--- src/sv/rmms_pkg.sv ---
`timescale 1ns / 1ps
// ----------------------------------------------------------------------------
// rmms_pkg
// Types and constants shared by the rotation minimum-mismatch search block.
// ----------------------------------------------------------------------------
package rmms_pkg;

  localparam int MAX_LEN = 64;
  localparam int IDX_W   = $clog2(MAX_LEN);
  localparam int LEN_W   = $clog2(MAX_LEN + 1);
  localparam int SYM_W   = 8;
  localparam int CNT_W   = 7;
  localparam int LIM_W   = 7;

  typedef struct packed {
    logic [SYM_W-1:0] symbol_a;
    logic [SYM_W-1:0] symbol_b;
    logic             last;
  } in_word_t;

  typedef struct packed {
    logic             found;
    logic [5:0]       rotation;
    logic [CNT_W-1:0] mismatches;
    logic             overflow;
    logic             final_res;
  } out_word_t;

  typedef struct packed {
    logic shift_ab;
    logic count;
    logic clear;
    logic rot_cnt;
  } cell_ctl_t;

  typedef enum logic [1:0] {
    S_LOAD,
    S_COUNT,
    S_SCAN,
    S_EMIT
  } state_t;

endpackage

--- src/sv/rmms_cell.sv ---
`timescale 1ns / 1ps
// ----------------------------------------------------------------------------
// rmms_cell
// One position of the search row: holds a symbol of each sequence and the
// mismatch count of one rotation; shifts all three toward the head.
// ----------------------------------------------------------------------------
module rmms_cell
  import rmms_pkg::*;
(
  input  logic             clk,
  input  cell_ctl_t        ctl,
  input  logic             wr_en,
  input  logic             is_tail,
  input  logic [SYM_W-1:0] sym_a,
  input  logic [SYM_W-1:0] sym_b,
  input  logic [SYM_W-1:0] a_nb,
  input  logic [SYM_W-1:0] a_head,
  input  logic [SYM_W-1:0] b_nb,
  input  logic [SYM_W-1:0] b_bcast,
  input  logic [CNT_W-1:0] cnt_nb,
  input  logic [CNT_W-1:0] cnt_head,
  output logic [SYM_W-1:0] a,
  output logic [SYM_W-1:0] b,
  output logic [CNT_W-1:0] cnt
);

  always_ff @(posedge clk) begin
    if (wr_en) begin
      a <= sym_a;
      b <= sym_b;
    end else if (ctl.shift_ab) begin
      a <= is_tail ? a_head : a_nb;
      b <= b_nb;
    end
  end

  always_ff @(posedge clk) begin
    if (ctl.clear) begin
      cnt <= '0;
    end else if (ctl.count) begin
      cnt <= cnt + CNT_W'(a != b_bcast);
    end else if (ctl.rot_cnt) begin
      cnt <= is_tail ? cnt_head : cnt_nb;
    end
  end

endmodule

--- src/sv/rmms_ctrl.sv ---
`timescale 1ns / 1ps
// ----------------------------------------------------------------------------
// rmms_ctrl
// Sequencer: load, count, minimum scan and result emission with output reg.
// ----------------------------------------------------------------------------
module rmms_ctrl
  import rmms_pkg::*;
(
  input  logic             clk,
  input  logic             rst,
  input  logic             in_valid,
  output logic             in_ready,
  input  logic             in_last,
  output logic             out_valid,
  input  logic             out_ready,
  output out_word_t        out_word,
  input  logic             cfg_wr_en,
  input  logic [LIM_W-1:0] cfg_wr_data,
  input  logic [CNT_W-1:0] cnt_head,
  output cell_ctl_t        ctl,
  output logic             load,
  output logic [IDX_W-1:0] wr_idx,
  output logic [IDX_W-1:0] tail_idx
);

  state_t           state, state_next;
  logic [LEN_W-1:0] fill, fill_next;
  logic             ovf, ovf_next;
  logic [LEN_W-1:0] step, step_next;
  logic [CNT_W-1:0] best, best_next;
  logic [LEN_W-1:0] ties, ties_next;
  logic [IDX_W-1:0] rot, rot_next;
  logic [LIM_W-1:0] allowed;
  logic             out_valid_next;
  out_word_t        out_word_next;
  logic             full;
  logic             at_end;
  logic             out_free;

  assign full     = (fill == LEN_W'(MAX_LEN));
  assign at_end   = (step == fill - LEN_W'(1));
  assign out_free = !out_valid || out_ready;
  assign in_ready = (state == S_LOAD);
  assign wr_idx   = fill[IDX_W-1:0];
  assign tail_idx = IDX_W'(fill - LEN_W'(1));

  always_ff @(posedge clk) begin
    if (rst) begin
      state     <= S_LOAD;
      fill      <= '0;
      ovf       <= 1'b0;
      step      <= '0;
      best      <= '0;
      ties      <= '0;
      rot       <= '0;
      allowed   <= '0;
      out_valid <= 1'b0;
    end else begin
      state     <= state_next;
      fill      <= fill_next;
      ovf       <= ovf_next;
      step      <= step_next;
      best      <= best_next;
      ties      <= ties_next;
      rot       <= rot_next;
      out_valid <= out_valid_next;
      if (cfg_wr_en) begin
        allowed <= cfg_wr_data;
      end
    end
  end

  always_ff @(posedge clk) begin
    out_word <= out_word_next;
  end

  always_comb begin
    state_next     = state;
    fill_next      = fill;
    ovf_next       = ovf;
    step_next      = step;
    best_next      = best;
    ties_next      = ties;
    rot_next       = rot;
    out_valid_next = out_valid && !out_ready;
    out_word_next  = out_word;
    ctl            = '0;
    load           = 1'b0;

    unique case (state)
      S_LOAD: begin
        if (in_valid) begin
          load      = !full;
          fill_next = full ? fill : fill + LEN_W'(1);
          ovf_next  = ovf | full;
          if (in_last) begin
            ctl.clear  = 1'b1;
            step_next  = '0;
            state_next = S_COUNT;
          end
        end
      end
      S_COUNT: begin
        ctl.count    = 1'b1;
        ctl.shift_ab = 1'b1;
        step_next    = step + LEN_W'(1);
        if (at_end) begin
          step_next  = '0;
          state_next = S_SCAN;
        end
      end
      S_SCAN: begin
        ctl.rot_cnt = 1'b1;
        step_next   = step + LEN_W'(1);
        if (step == '0 || cnt_head < best) begin
          best_next = cnt_head;
          ties_next = LEN_W'(1);
        end else if (cnt_head == best) begin
          ties_next = ties + LEN_W'(1);
        end
        if (at_end) begin
          step_next  = '0;
          rot_next   = '0;
          state_next = S_EMIT;
        end
      end
      S_EMIT: begin
        if (LIM_W'(best) > allowed) begin
          if (out_free) begin
            out_valid_next           = 1'b1;
            out_word_next.found      = 1'b0;
            out_word_next.rotation   = '0;
            out_word_next.mismatches = best;
            out_word_next.overflow   = ovf;
            out_word_next.final_res  = 1'b1;
            fill_next                = '0;
            ovf_next                 = 1'b0;
            state_next               = S_LOAD;
          end
        end else if (cnt_head == best) begin
          if (out_free) begin
            out_valid_next           = 1'b1;
            out_word_next.found      = 1'b1;
            out_word_next.rotation   = rot;
            out_word_next.mismatches = best;
            out_word_next.overflow   = ovf;
            out_word_next.final_res  = (ties == LEN_W'(1));
            ctl.rot_cnt              = 1'b1;
            rot_next                 = rot + IDX_W'(1);
            ties_next                = ties - LEN_W'(1);
            if (ties == LEN_W'(1)) begin
              fill_next  = '0;
              ovf_next   = 1'b0;
              state_next = S_LOAD;
            end
          end
        end else begin
          ctl.rot_cnt = 1'b1;
          rot_next    = rot + IDX_W'(1);
        end
      end
      default: begin
        state_next = S_LOAD;
      end
    endcase
  end

endmodule

--- src/sv/rotation_min_mismatch_search_top.sv ---
`timescale 1ns / 1ps
// ----------------------------------------------------------------------------
// rotation_min_mismatch_search_top
// Cyclic rotation minimum-mismatch search over a row of symbol cells.
//
//   port group   dir   handshake            word
//   in_*         in    in_valid/in_ready    symbol_a, symbol_b, last
//   out_*        out   out_valid/out_ready  found, rotation, mismatches,
//                                           overflow, final_res
//   cfg_*        in    cfg_wr_en            allowed_mismatches
//
// Loading takes one word per cycle. After the last word the row counts
// mismatches (one reference symbol broadcast per cycle), then runs the
// minimum scan, then emits results, holding while the output stalls.
// in_ready is low during the search and rises as the final result is
// registered. Synchronous reset clears control only.
// ----------------------------------------------------------------------------
module rotation_min_mismatch_search_top
  import rmms_pkg::*;
(
  input  logic             clk,
  input  logic             rst,
  input  logic             in_valid,
  output logic             in_ready,
  input  in_word_t         in_word,
  output logic             out_valid,
  input  logic             out_ready,
  output out_word_t        out_word,
  input  logic             cfg_wr_en,
  input  logic [LIM_W-1:0] cfg_wr_data
);

  cell_ctl_t        ctl;
  logic             load;
  logic [IDX_W-1:0] wr_idx;
  logic [IDX_W-1:0] tail_idx;
  logic [SYM_W-1:0] a_q   [MAX_LEN];
  logic [SYM_W-1:0] b_q   [MAX_LEN];
  logic [CNT_W-1:0] cnt_q [MAX_LEN];

  rmms_ctrl u_ctrl (
    .clk         (clk),
    .rst         (rst),
    .in_valid    (in_valid),
    .in_ready    (in_ready),
    .in_last     (in_word.last),
    .out_valid   (out_valid),
    .out_ready   (out_ready),
    .out_word    (out_word),
    .cfg_wr_en   (cfg_wr_en),
    .cfg_wr_data (cfg_wr_data),
    .cnt_head    (cnt_q[0]),
    .ctl         (ctl),
    .load        (load),
    .wr_idx      (wr_idx),
    .tail_idx    (tail_idx)
  );

  for (genvar j = 0; j < MAX_LEN; j++) begin : g_cell
    localparam int               NB = (j + 1) % MAX_LEN;
    localparam logic [IDX_W-1:0] ID = IDX_W'(j);

    rmms_cell u_cell (
      .clk      (clk),
      .ctl      (ctl),
      .wr_en    (load && (wr_idx == ID)),
      .is_tail  (tail_idx == ID),
      .sym_a    (in_word.symbol_a),
      .sym_b    (in_word.symbol_b),
      .a_nb     (a_q[NB]),
      .a_head   (a_q[0]),
      .b_nb     (b_q[NB]),
      .b_bcast  (b_q[0]),
      .cnt_nb   (cnt_q[NB]),
      .cnt_head (cnt_q[0]),
      .a        (a_q[j]),
      .b        (b_q[j]),
      .cnt      (cnt_q[j])
    );
  end

endmodule
--- config.mk ---
export PLATFORM = sky130hd
export DESIGN_NAME = rotation_min_mismatch_search_top
export DESIGN_NICKNAME = d
export VERILOG_FILES = /design/src/sv/rmms_pkg.sv /design/src/sv/rmms_cell.sv /design/src/sv/rmms_ctrl.sv /design/src/sv/rotation_min_mismatch_search_top.sv
export SDC_FILE = /design/constraint.sdc
export NUM_CORES = 2
export LEC_CHECK = 0
export BUFFER_PORTS_ARGS = -buffer_cell sky130_fd_sc_hd__buf_2
export CAP_MARGIN = 5
export CORE_ASPECT_RATIO = 1.25
export CORE_MARGIN = 10
export CORE_UTILIZATION = 23
export DETAILED_ROUTE_END_ITERATION = 10
export GPL_TIMING_DRIVEN = 0
export PLACE_DENSITY_LB_ADDON = 0.3
export SYNTH_ARGS = -nofsm -noshare
export SYNTH_HDL_FRONTEND = slang
export SYNTH_SLANG_ARGS = --single-unit
--- constraint.sdc ---
create_clock -name clk -period 3.75 [get_ports clk]
set_input_delay 0.375 -clock clk [delete_from_list [all_inputs] [get_ports clk]]
set_output_delay 0.375 -clock clk [all_outputs]
set_load 0.01 [all_outputs]
==> out/metrics.cfg <==
[yosys]
synth_top_area_share_pct = 35.3
synthTopCellsByArea = edfxtp_1 35%, dfxtp_1 11%, mux2_2 9.4%, mux2i_1 7.4%, xor2_1 5.1%
async_reset_ff_share_pct = 0
yosys-top-cells-count = 1040 x edfxtp_1, 976 x nand2_1, 784 x o21ai_0
synth_edf_count = 1040
synth_nets = 9027
synth.avg_cell_area_um2 = 10.0
synth_seq_cells = 1533
synth_flop_cell = edfxtp_1
yosys_warnings = 0
syn_area_mm2 = 0.0885
ys_seq_area_share_pct = 46.5
synth.distinct_cells = 75
synth_top_cell_by_area = edfxtp_1
synthCells = 8840
yosysMostFrequentCell = edfxtp_1

[cts]
cts_tree = built
htree_levels = 4
numCtsBuffers = 181
cts_max_path_buffers = 4
numClockSinks = 1533
clkSlewWorstSetupHoldPaths_ns = 0.06
clkLatencyLatePin_ns = 0.91
clockRootBuffer = clkbuf_16

[sta]
hold_viol = 0
rsz0062_at_grt = true
skew_ns = 0.0737
fin_crit_ns = 3.89
max_slew_margin_pct = -3.75
worst_pin_slew_ns = 1.56
fmax_mhz = 257
finalWorstSetupSlack_ns = -0.137
finalSetupViolCount = 177
finalCritPeriodShare_pct = 104
drv_slew = 22

[place]
port_buffers = 29
dpl.cell_count = 14000
dp_hpwl_um = 326000
place_congestion = 0.987
pre_cts_ws_ns = -2.91

[setup_path]
cp-end-kind = register
critPathMaxFanout = 10
arrival_ns = 4.67
crit_required_ns = 4.53
crit_type = reg2reg
critPathLaunchType = register

[power_and_ir_drop]
leakagePower_uw = 0.0352
power.density_mw_per_mm2 = 796
ir_worst_vdd_mv = 0.470

[final_layout]
layout.nets = 9315
multi_input_area_mm2 = 0.0450
fill_cells = 40600
final-instance-count-excl-fill = 14400
seq_area_mm2 = 0.0411
drive_gt1_share_pct = 17.9
final_util_pct = 27.0
syn_to_final_growth_pct = 16.7

[route]
viasPerCell = 5.27
first_pass_iters = 6
dr_total_vias = 75800
drc = 0
drt-total-wl_um = 433000
drt.antenna.violating_nets = 0
drt_iter0_markers = 9115
wl_per_cell_um = 30.1

[global_route]
grtUsageTotal_pct = 19.9
grt_pass1_vias = 73700
grt_antenna_before_repair = 19
grt_max_degree = 17
overflow = 0
grt_pass1_wl_um = 591000

[floorplan]
die_y_um = 713
start_util_pct = 23.1
rows = 254
io_pins = 47
dieWidth_um = 575
core_area_mm2 = 0.383
die_area_mm2 = 0.410

[run_status]
violations = max-capacitance violations, max-slew violations, negative setup slack
outcome = finished, violations left

[min_path]
hold_class = in2reg

[run]
max_cap_violations = 2

==> area by class of cell <==
cell class	instances	share of cell area [%]
Antenna cell	9	0.0218
Buffer	819	3.68
Clock buffer	253	4.87
Clock inverter	67	0.497
Inverter	52	0.197
Multi-Input combinational cell	6429	43.6
Sequential cell	1533	39.8
Tap cell	5120	6.20
Timing Repair Buffer	112	1.16
==> path summary, 6_finish.rpt <==
kind                             from  cells after the start  slack [ns]                  endpoint
max reg2reg   g_cell[0].u_cell.cnt[0]                     10       -0.14  g_cell[16].u_cell.cnt[4]
min                         cfg_wr_en                      3        0.05         u_ctrl.allowed[3]
max           g_cell[0].u_cell.cnt[0]                     10       -0.14  g_cell[16].u_cell.cnt[4]
min reg2reg  g_cell[22].u_cell.cnt[6]                      2        0.47  g_cell[22].u_cell.cnt[6]
==> repair_timing <==
action / 4_1_cts / 5_1_grt
hold buffers: 9 / 0
buffers inserted: 12 / 17
resized for setup: 371 / 221
hold endpoints to repair: 9 / 0
pin swaps: 6 / 8
setup endpoints to repair: 2353 / 1112
==> metal layers <==
layer  vias to the layer above  part of all wire (%)  wire [um]  track usage (%)
li1                      32800                     -          -                -
met1                     37600                    37     159000             22.7
met2                      4009                    45     196000             32.3
met3                      1406                   8.1      35000             4.27
met4                        12                    10      43300             16.2
met5                         -                 0.019         81                0
==> power by group <==
group	switching, uW	internal, uW	leakage, uW
combinational	26300	10100	0.0189
sequential	3490	24600	0.0137
clock	7880	9780	0.00269
total	37700	44500	0.0352
==> per-stage QoR <==
stage	instance area, um2	total power, uW	TNS (ns)	hold slack [ns]
final	103000	82200	-7.39	0.0468
after floorplan	88500	45900	0	0.409
after global placement	95000	61500	-4026.40	0.450
after CTS	103000	80400	-4.32	0.0295
after global routing	103000	84200	-1.00	0.0885
after detailed placement	95900	62200	-3464.41	0.455
==> placed cells by master, fill, tap and decap left out, types with 252 or more instances in the layout <==
cell type,instances
xor2_1,516
o21ai_0,762
nand2_1,915
nand3_1,252
nor2_1,590
mux2i_1,652
mux2_2,735
edfxtp_1,1040
a21oi_1,633
dfxtp_1,492
clkbuf_1,534
==> critical path, cell delays in order, from the launching register on <==
cell,delay (ns)
dfxtp_1,0.45
clkinv_2,0.31
clkbuf_4,0.38
ha_1,0.34
nand3_1,0.09
or3_1,0.21
a41o_2,0.55
clkbuf_2,0.47
clkbuf_1,0.56
o2111ai_1,0.25
o21ai_0,0.12
==> registers in the layout, indices dropped and copies added (netlist names) <==
signal and count:
u_ctrl.allowed 7, g_cell.u_cell.cnt 448, u_ctrl.out_word 16, u_ctrl.state 2, u_ctrl.rot 6, g_cell.u_cell.b 512
u_ctrl.ties 7, u_ctrl.fill 7, u_ctrl.ovf 1, u_ctrl.step 7, u_ctrl.out_valid 1, u_ctrl.best 7
g_cell.u_cell.a 512
==> logic make-up after synthesis <==
kind of cell | after synthesis | share of synthesized area (%)
XOR/XNOR | 525 | 5.23
multiplexers | 1403 | 16.9
flip-flops | 1533 | 46.5
adder cells (fa/ha/maj) | 158 | 2.23
AO/OA/AOI/OAI | 2006 | 13.4
AND/OR/NAND/NOR | 2337 | 11.8
buffers and inverters | 878 | 3.94
No activity file was read; power rests on OpenSTA's default activity.
